$ cat src/rtl/scf_pkg.sv
package scf_pkg;

  localparam int unsigned BurstLen = 10;
  localparam int unsigned IdxW     = $clog2(BurstLen);

  localparam logic [7:0]  HeadHi      = 8'hAA;
  localparam logic [7:0]  HeadLo      = 8'h55;
  localparam logic [7:0]  TailHi      = 8'hCC;
  localparam logic [7:0]  TailLo      = 8'h33;
  localparam logic [15:0] LengthExtra = 16'd10;

  localparam logic ActBegin = 1'b0;
  localparam logic ActData  = 1'b1;

  // One input item as held in the input register.
  typedef struct packed {
    logic        action;
    logic [15:0] command;
    logic [15:0] payload_length;
    logic [7:0]  data_byte;
  } item_t;

  // Result bytes caused by one item, sent one per cycle while the output is not stalled.
  typedef struct packed {
    logic [BurstLen-1:0][7:0] bytes;
    logic [IdxW-1:0]          last_idx;
    logic                     trailer;
    logic                     error;
  } burst_t;

endpackage

$ cat src/rtl/scf_frame_ctl.sv
module scf_frame_ctl (
  input  logic           clk_i,
  input  logic           rst_ni,
  input  scf_pkg::item_t item_i,
  input  logic           fire_i,
  output scf_pkg::burst_t burst_o
);

  logic        frame_open_q, frame_open_d;
  logic [15:0] bytes_remaining_q, bytes_remaining_d;
  logic [15:0] running_sum_q, running_sum_d;

  logic [15:0] flen;
  logic [15:0] head_sum;
  logic [15:0] data_sum;
  logic [15:0] rem_next;
  logic        seq_err;

  assign flen     = item_i.payload_length + scf_pkg::LengthExtra;
  assign head_sum = {8'h00, flen[15:8]} + {8'h00, flen[7:0]}
                  + {8'h00, item_i.command[15:8]} + {8'h00, item_i.command[7:0]};
  assign data_sum = running_sum_q + {8'h00, item_i.data_byte};
  assign rem_next = bytes_remaining_q - 16'd1;
  assign seq_err  = (item_i.action == scf_pkg::ActBegin) == frame_open_q;

  always_comb begin
    burst_o           = '0;
    frame_open_d      = frame_open_q;
    bytes_remaining_d = bytes_remaining_q;
    running_sum_d     = running_sum_q;
    if (seq_err) begin
      // drop the item, report once
      burst_o.error = 1'b1;
    end else if (item_i.action == scf_pkg::ActBegin) begin
      burst_o.bytes[0] = scf_pkg::HeadHi;
      burst_o.bytes[1] = scf_pkg::HeadLo;
      burst_o.bytes[2] = flen[15:8];
      burst_o.bytes[3] = flen[7:0];
      burst_o.bytes[4] = item_i.command[15:8];
      burst_o.bytes[5] = item_i.command[7:0];
      burst_o.last_idx = scf_pkg::IdxW'(5);
      bytes_remaining_d = item_i.payload_length;
      if (item_i.payload_length == 16'd0) begin
        burst_o.bytes[6] = head_sum[15:8];
        burst_o.bytes[7] = head_sum[7:0];
        burst_o.bytes[8] = scf_pkg::TailHi;
        burst_o.bytes[9] = scf_pkg::TailLo;
        burst_o.last_idx = scf_pkg::IdxW'(9);
        burst_o.trailer  = 1'b1;
        frame_open_d     = 1'b0;
        running_sum_d    = 16'd0;
      end else begin
        frame_open_d  = 1'b1;
        running_sum_d = head_sum;
      end
    end else begin
      burst_o.bytes[0]  = item_i.data_byte;
      bytes_remaining_d = rem_next;
      if (rem_next == 16'd0) begin
        burst_o.bytes[1] = data_sum[15:8];
        burst_o.bytes[2] = data_sum[7:0];
        burst_o.bytes[3] = scf_pkg::TailHi;
        burst_o.bytes[4] = scf_pkg::TailLo;
        burst_o.last_idx = scf_pkg::IdxW'(4);
        burst_o.trailer  = 1'b1;
        frame_open_d     = 1'b0;
        running_sum_d    = 16'd0;
      end else begin
        running_sum_d = data_sum;
      end
    end
  end

  always_ff @(posedge clk_i or negedge rst_ni) begin
    if (!rst_ni) begin
      frame_open_q      <= 1'b0;
      bytes_remaining_q <= 16'd0;
      running_sum_q     <= 16'd0;
    end else if (fire_i) begin
      frame_open_q      <= frame_open_d;
      bytes_remaining_q <= bytes_remaining_d;
      running_sum_q     <= running_sum_d;
    end
  end

endmodule

$ cat src/rtl/scf_burst_out.sv
module scf_burst_out (
  input  logic            clk_i,
  input  logic            rst_ni,
  input  scf_pkg::burst_t burst_i,
  output logic            load_ok_o,
  input  logic            load_i,
  output logic            out_valid_o,
  input  logic            out_stall_i,
  output logic [7:0]      out_byte_o,
  output logic            frame_end_o,
  output logic            result_last_o,
  output logic            sequence_error_o
);

  logic                     valid_q;
  scf_pkg::burst_t          burst_q;
  logic [scf_pkg::IdxW-1:0] idx_q;
  logic                     is_last;

  assign is_last   = idx_q == burst_q.last_idx;
  assign load_ok_o = !valid_q || (is_last && !out_stall_i);

  always_ff @(posedge clk_i or negedge rst_ni) begin
    if (!rst_ni) begin
      valid_q <= 1'b0;
      idx_q   <= '0;
    end else if (load_i) begin
      valid_q <= 1'b1;
      idx_q   <= '0;
    end else if (valid_q && !out_stall_i) begin
      // advance through the burst, free the register after the last byte
      if (is_last) begin
        valid_q <= 1'b0;
      end
      idx_q <= idx_q + scf_pkg::IdxW'(1);
    end
  end

  always_ff @(posedge clk_i) begin
    if (load_i) begin
      burst_q <= burst_i;
    end
  end

  assign out_valid_o      = valid_q;
  assign out_byte_o       = burst_q.bytes[idx_q];
  assign result_last_o    = is_last;
  assign frame_end_o      = is_last && burst_q.trailer;
  assign sequence_error_o = burst_q.error;

endmodule

$ cat src/rtl/serial_command_framer_core.sv
// Serial command framer. Each accepted item passes through an input register,
// where its result bytes and the new frame state are formed, into a burst
// register that sends one byte per cycle on the output channel while the
// output is not stalled. A payload byte in mid-frame gives one result, so
// payload flows at one item per cycle unless the output stalls; a begin item
// gives 6 bytes (10 when the payload length is zero), the last payload byte
// gives 5, and an out-of-order item gives one error result. The burst register
// sets the rate: the next item enters it in the cycle its predecessor's last
// byte is taken. An item waits in the input register while the burst is busy.
module serial_command_framer_core (
  input  logic        clk_i,
  input  logic        rst_ni,
  input  logic        in_valid_i,
  output logic        in_stall_o,
  input  logic        action_i,
  input  logic [15:0] command_i,
  input  logic [15:0] payload_length_i,
  input  logic [7:0]  data_byte_i,
  output logic        out_valid_o,
  input  logic        out_stall_i,
  output logic [7:0]  out_byte_o,
  output logic        frame_end_o,
  output logic        result_last_o,
  output logic        sequence_error_o
);

  logic            in_valid_q;
  scf_pkg::item_t  item_q;
  scf_pkg::burst_t burst;
  logic            load_ok;
  logic            fire;

  assign fire       = in_valid_q && load_ok;
  assign in_stall_o = in_valid_q && !load_ok;

  always_ff @(posedge clk_i or negedge rst_ni) begin
    if (!rst_ni) begin
      in_valid_q <= 1'b0;
    end else if (!in_stall_o) begin
      in_valid_q <= in_valid_i;
    end
  end

  always_ff @(posedge clk_i) begin
    if (in_valid_i && !in_stall_o) begin
      item_q.action         <= action_i;
      item_q.command        <= command_i;
      item_q.payload_length <= payload_length_i;
      item_q.data_byte      <= data_byte_i;
    end
  end

  scf_frame_ctl u_frame_ctl (
    .clk_i   (clk_i),
    .rst_ni  (rst_ni),
    .item_i  (item_q),
    .fire_i  (fire),
    .burst_o (burst)
  );

  scf_burst_out u_burst_out (
    .clk_i            (clk_i),
    .rst_ni           (rst_ni),
    .burst_i          (burst),
    .load_ok_o        (load_ok),
    .load_i           (fire),
    .out_valid_o      (out_valid_o),
    .out_stall_i      (out_stall_i),
    .out_byte_o       (out_byte_o),
    .frame_end_o      (frame_end_o),
    .result_last_o    (result_last_o),
    .sequence_error_o (sequence_error_o)
  );

  a_err_single : assert property (@(posedge clk_i) disable iff (!rst_ni)
    out_valid_o && sequence_error_o |-> result_last_o && !frame_end_o)
    else $error("error result not a single closing result");

  a_end_tail : assert property (@(posedge clk_i) disable iff (!rst_ni)
    out_valid_o && frame_end_o |-> out_byte_o == scf_pkg::TailLo && result_last_o)
    else $error("frame end not on the last tail byte");

  a_burst_cont : assert property (@(posedge clk_i) disable iff (!rst_ni)
    out_valid_o && !out_stall_i && !result_last_o |=> out_valid_o)
    else $error("burst broken before its last byte");

  a_load_free : assert property (@(posedge clk_i) disable iff (!rst_ni)
    fire && out_valid_o |-> result_last_o && !out_stall_i)
    else $error("burst register overwritten while busy");

endmodule
$ cat config.mk
export PLATFORM = sky130hd
export DESIGN_NAME = serial_command_framer_core
export DESIGN_NICKNAME = d
export VERILOG_FILES = /design/src/rtl/scf_pkg.sv /design/src/rtl/scf_frame_ctl.sv /design/src/rtl/scf_burst_out.sv /design/src/rtl/serial_command_framer_core.sv
export SDC_FILE = /design/constraint.sdc
export NUM_CORES = 1
export LEC_CHECK = 0
export ABC_AREA = 1
export BUFFER_PORTS_ARGS = -buffer_cell sky130_fd_sc_hd__buf_2
export CAP_MARGIN = 20
export CORE_MARGIN = 2
export CORE_UTILIZATION = 30
export CTS_CLUSTER_DIAMETER = 30
export DETAILED_ROUTE_END_ITERATION = 12
export GPL_ROUTABILITY_DRIVEN = 0
export PLACE_DENSITY = 0.47
export RECOVER_POWER = 100
export SETUP_SLACK_MARGIN = 0.2
export SLEW_MARGIN = 20
export SYNTH_ARGS = -nofsm -noshare
export SYNTH_HDL_FRONTEND = slang
export SYNTH_SLANG_ARGS = --single-unit
$ cat constraint.sdc
create_clock -name clk_i -period 5.35 [get_ports clk_i]
set_input_delay 1.605 -clock clk_i [delete_from_list [all_inputs] [get_ports clk_i]]
set_output_delay 1.605 -clock clk_i [all_outputs]
set_load 0.05 [all_outputs]
== Word-level counts from Yosys, hierarchy flattened ==
Cells that the tools add are included.
Word-level totals
  register bits after elaboration: 166
  latch bits: 0
  RAM bits: 0
  memory bits (read-only): 0
  output and inout bits: 13
  memories: 0
Cells by class
  $add $sub $neg: 7
  multiply operators: 0
  div/mod/pow operators: 0
  $lt $le $gt $ge: 1
  eq/ne operators: 3
  shift operators: 0
  multiplexer cells: 20
  bitwise gates (word level): 4
  reductions and logical operators: 22
Operator list (count)
  2-to-1 mux 16 bit: 4
  2-to-1 mux 30 bit: 2
  adder 16 x 8 -> 16 bit: 3
  2-to-1 mux 45 bit: 1
  binary-select mux 8 bit (select 4 bit): 1
  zero test 16 bit: 2
  adder 16 x 4 -> 16 bit, second input constant: 1
  subtractor 16 x 1 -> 16 bit, second input constant: 1
  2-to-1 mux 4 bit: 3
  adder 8 x 8 -> 9 bit: 1
  2-to-1 mux 8 bit: 1
  2-to-1 mux 1 bit: 7
  logical AND 1 bit: 6
  OR reduction 3 bit: 2
  less-than comparator 4 x 5 -> 1 bit, second input constant: 1
  2-to-1 mux 5 bit: 1
  adder 4 x 1 -> 4 bit, second input constant: 1
  equality test 4 bit: 1
  zero test 1 bit: 4
  NOT 1 bit: 4
  AND reduction 2 bit: 2
  nonzero test 2 bit: 2
  OR reduction 2 bit: 2
  AND reduction 3 bit: 1
  other kinds (3): 3

== Logic depth before layout (Yosys ltp) ==
  depth after elaboration: 7
  depth in mapped cells: 32
  gate-level depth less buffers: 32

== Cells and area by module ==
A second synthesis with hierarchy kept.
Unflattened totals
  cell total of the unflattened synthesis: 1114
  area, all modules: 9609.2 µm²
By module, submodules not included
  scf_frame_ctl: instances 1, cells each 697, area each 4386.7 µm², sequential area each 825.8 µm²
  scf_burst_out: instances 1, cells each 367, area each 3926.3 µm², sequential area each 2707.6 µm²
  serial_command_framer_core: instances 1, cells each 50, area each 1296.2 µm², sequential area each 1256.2 µm²

== Least setup slack after synthesis ==
No wires, ideal clock.
  path type: input to output
  start point: in out_stall_i
  end point: out in_stall_o
  arrival time: 2.486 ns
  data required time: 3.745 ns
  setup slack: 1.259 ns
  stages: 4
  buffers on the path: 0
  path through: inv_1 > nand4_1 > nand2_1 > nor2_1
On the way
  word-level cells in the longest chain between the ends: 5
RTL lines
  from (decl): RTL line serial_command_framer_core.sv:20  | input logic out_stall_i,
  zero test 1 bit: RTL line scf_burst_out.sv:21  | assign load_ok_o = !valid_q || (is_last && !out_stall_i);
  logical AND 1 bit: RTL line scf_burst_out.sv:21
  logical OR 1 bit: RTL line scf_burst_out.sv:21
  zero test 1 bit: RTL line serial_command_framer_core.sv:34  | assign in_stall_o = in_valid_q && !load_ok;
  logical AND 1 bit: RTL line serial_command_framer_core.sv:34
  to (decl): RTL line serial_command_framer_core.sv:14  | output logic in_stall_o,
No other way between the ends.

== Worst setup path in the final report ==
  start point: reg item_q[9] in the netlist's numbering
  end point: reg u_frame_ctl.running_sum_q[9]
On the way
  word-level cells in the longest chain between the ends: 6
  elaborated cells between the ends (all ways): 7
  those cells by class: add/sub (4); mux (2); reduce/logical (1)
RTL lines
  from (decl): RTL line serial_command_framer_core.sv:28  | scf_pkg::item_t item_q;
  adder 16 x 4 -> 16 bit: RTL line scf_frame_ctl.sv:19  | assign flen = item_i.payload_length + scf_pkg::LengthExtra;
  net u_frame_ctl.flen[1]: RTL line scf_frame_ctl.sv:13  | logic [15:0] flen;
  adder 8 x 8 -> 9 bit: RTL line scf_frame_ctl.sv:20  | assign head_sum = {8'h00, flen[15:8]} + {8'h00, flen[7:0]}
  adder 16 x 8 -> 16 bit (2 in series): RTL line scf_frame_ctl.sv:21  | + {8'h00, item_i.command[15:8]} + {8'h00, item_i.command[7:0]};
  2-to-1 mux 16 bit: RTL line scf_frame_ctl.sv:43  | if (item_i.payload_length == 16'd0) begin
  2-to-1 mux 16 bit: RTL line scf_frame_ctl.sv:34  | end else if (item_i.action == scf_pkg::ActBegin) begin
  to (signal assigned): RTL line scf_frame_ctl.sv:82  | running_sum_q <= running_sum_d;
  to (decl): RTL line scf_frame_ctl.sv:11  | logic [15:0] running_sum_q, running_sum_d;
The timed path passes the listed nets, and every way through them passes these cells.
A chain may end at the register's enable or synchronous reset.

==> results by group <==
Power
  – Maximum vdd drop: 0.0002420 V
  – Sequential share of power: 30.1%
  – PwrDens: 586.8 nW/um2
  – Total power: 5.638 mW
  – Leak Pwr: 4.303 nW
  – Clock power frac: 24.3%
  – Combinational power share: 45.6%
  – Switch Pwr: 2.518 mW
  – Sw Ratio: 44.67%
  – P_int: 3.119 mW

Yosys
  – Post-Syn Area per Cell: 8.734 um2
  – Seq/Total Area, Yosys: 49.04%
  – Synthesized net count: 1043
  – Synth Warn #: 0
  – Ys async rst share: 27.27%
  – Area leader, netlist: edfxtp_1
  – Area contributors post-synth: edfxtp_1, dfrtp_1, nand2_1
  – Synth Register Bits: 143
  – EDFF count, synth: 104
  – Synth top cells by count: nand2_1, inv_1, edfxtp_1, nor2_1, o21ai_0
  – Most used DFF post-synth: edfxtp_1
  – Synth Cell Area: 8358 um2
  – Cells after Synth: 957
  – Distinct cell type count after synthesis: 42
  – Most frequent cell after synthesis: nand2_1
  – Yosys top cell area share: 37.37%

Worst hold path
  – Hold EP: u_burst_out.out_valid_o$_DFFE_PN0P_
  – Hold crit path type: flip-flop to flip-flop
  – HP Start: in_valid_q$_DFFE_PN0N_
  – Hold Crit Depth: 2

Clock network
  – Clk buf depth: 2
  – Reg clk slew, reported paths: 0.07 ns
  – Htree depth: 4
  – CTS sink count: 143
  – Root Buffer Master: clkbuf_16
  – CTS tree: built
  – Skew-Pair Late Insertion Delay: 0.43 ns
  – Inserted Clock Buffers: 17
  – Hold_buf cts: 0

Outcome
  – Violated checks: max-capacitance violations, max-slew violations
  – Outcome: finished, violations left

STA
  – Setup violators final: 0
  – Fin. Hold Viols: 0
  – FMAX: 220.4 MHz
  – Max Slew Vio Count: 172
  – Crit share post-route: 84.81%
  – Worst-Margin Slew: 2.751 ns
  – Tmin final: 4.537 ns
  – Setup_tns: 0 ns
  – Slew headroom: -83.40%
  – Clock Skew: 0.01145 ns
  – Unrepaired setup endpoints after global routing: false

Floorplanning
  – Effective utilization at floorplan: 30.25%
  – Die height: 170.9 um
  – Core Rows: 61
  – Die width: 170.9 um
  – IO Pins: 58
  – CORE AREA: 27630 um2
  – Die footprint: 29210 um2

Layout
  – Nets: 1100
  – Synth-to-layout area growth: 14.96%
  – # diodes: 0
  – Share of cells above drive strength 1: 9.348%
  – Util after Layout: 34.77%

Route
  – Wire per inst: 16.52 um
  – Drt drc: 0
  – Final WL: 23210 um
  – Antenna Nets Post-Route: 0
  – Iteration-0 DRC count of the detailed router: 351
  – Vias per cell: 4.520
  – Routed vias: 6351
  – Met3 WL post-DR: 878 um
  – Met1 Routed Length: 11610 um
  – Routed length on met2: 10500 um
  – DR top layer: met4
  – TritonRoute pass-1 iters: 5

Worst setup path
  – Worst r2r dst: u_frame_ctl.running_sum_q[9]$_DFFE_PN0P_
  – Worst Reg-to-Reg Cells: 30
  – CP max stage delay: 0.47 ns
  – R2R Setup Slk: 0.81 ns
  – Slowest cell on crit path: fa_1
  – Setup CP Type: flip-flop to flip-flop
  – Buf/Inv on CP: 8
  – CP endpoint kind: flip-flop
  – Req. time, crit path: 5.70 ns
  – Maximum net fanout on the critical path: 5
  – Worst EP arrival: 4.89 ns
  – Most frequent cell on the critical path: nand2_1
  – Top Family by Delay on Critical Path: compound AO/OA/AOI/OAI gates
  – Worst r2r src: item_q[9]$_DFFE_PP_
  – Startpoint class of the critical path: flip-flop

GRT
  – Largest net degree at the start of global routing: 47
  – Antenna violations before repair: 0
  – First-pass GRT wire length: 36170 um
  – Number of global-route vias before repair: 6210
  – Total GRT Usage: 16.56%
  – GRT Residual Overflow: 0

Place
  – IO buf count: 57
  – Hpwl dp: 17140 um

Job
  – Max-cap check violation count: 4
layout by cell type (no fill, tap or decap), types with 17 or more instances in the layout:
cell,instances
nand2_1,238
inv_1,143
edfxtp_1,104
nor2_1,103
o21ai_0,62
nand3_1,52
buf_2,43
dfrtp_1,39
ha_1,30
xor2_1,25
nand4_1,23
a21oi_1,23
clkbuf_1,21
clkbuf_16,17
layout make-up:
type,instances,area [um2]
Clock buffer,19,432.9
Inverter,148,555.5
Fill cell,2941,18020
Tap cell,378,473.0
Clock inverter,13,236.5
Sequential cell,143,4099
Timing Repair Buffer,63,294.0
Multi-Input combinational cell,641,3517
power groups by stage:
stage	Combinational (mW)	Clock [mW]	Sequential, mW
after floorplan	1.93	0	1.61
after global placement	2.61	0	1.71
after detailed placement	2.61	0	1.71
after CTS	2.63	1.40	1.69
after global routing	2.89	1.43	1.73
final	2.57	1.37	1.70
kinds of logic (layout without fill, tap and decap cells):
| family | Yosys count | in the layout | synth area share (%) |
|---|---|---|---|
| flip-flops | 143 | 143 | 49.04 |
| adder cells (fa/ha/maj) | 41 | 41 | 7.126 |
| AO/OA/AOI/OAI | 123 | 123 | 8.548 |
| XOR/XNOR | 34 | 34 | 3.563 |
| buffers and inverters | 173 | 243 | 8.144 |
| AND/OR/NAND/NOR | 443 | 443 | 23.58 |
flip-flops by register name, summed over array words and instances, names as in the netlist:
signal	flops
u_burst_out.out_valid_o	1
u_frame_ctl.running_sum_q	16
u_burst_out.sequence_error_o	1
in_valid_q	1
u_burst_out.idx_q	4
item_q	41
u_frame_ctl.bytes_remaining_q	16
u_frame_ctl.frame_open_q	1
u_burst_out.burst_q	62
stage by stage:
step / std cells / worst slack, ns / instance area, um2 / hold WS, ns
2_1_floorplan: 957 / 1.259 / 8358 / 0.4563
3_3_place_gp: 1373 / 0.9203 / 9036 / 0.4875
3_5_place_dp: 1373 / 0.7473 / 9036 / 0.5046
4_1_cts: 1405 / 0.7203 / 9706 / 0.5274
5_1_grt: 1405 / 0.2037 / 9608 / 0.5602
6_report: 1405 / 0.8127 / 9608 / 0.5269
worst max-delay path by stage:
stage / cells past startpoint / slack (ns) / start / endpoint
5_1_grt: 32 / 0.20 / item_q[9]$_DFFE_PP_ / u_frame_ctl.running_sum_q[9]$_DFFE_PN0P_
3_3_place_gp: 30 / 0.92 / item_q[9]$_DFFE_PP_ / u_frame_ctl.running_sum_q[9]$_DFFE_PN0P_
6_report: 30 / 0.81 / item_q[9]$_DFFE_PP_ / u_frame_ctl.running_sum_q[9]$_DFFE_PN0P_
3_5_place_dp: 30 / 0.75 / item_q[9]$_DFFE_PP_ / u_frame_ctl.running_sum_q[9]$_DFFE_PN0P_
4_1_cts: 30 / 0.72 / item_q[9]$_DFFE_PP_ / u_frame_ctl.running_sum_q[9]$_DFFE_PN0P_
2_1_floorplan: 4 / 1.26 / out_stall_i / in_stall_o
routing by layer:
metal / global-route usage [%] / up-vias
met3: 2.938 / 10
met5: 0 / -
met2: 25.47 / 117
met4: 4.200 / 0
li1: - / 3232
met1: 24.08 / 2992
worst reg2reg max path, delay by kind of cell, from the launching register on:
kind / cells / cell delay (ns)
DFF: 1 / 0.46
and+or+nand+nor: 11 / 0.87
adders and majority gates: 3 / 1.14
buffers and inverters: 8 / 0.65
AOI/OAI and AO/OA: 8 / 1.34
repair_timing:
item | in CTS | in global routing
endpoints found under the setup margin | 0 | 1
gates resized for setup | 0 | 1
buffers inserted | 0 | 0
endpoints found under the hold margin | 0 | 0
Note: power is estimated with default switching activity, not from simulation.
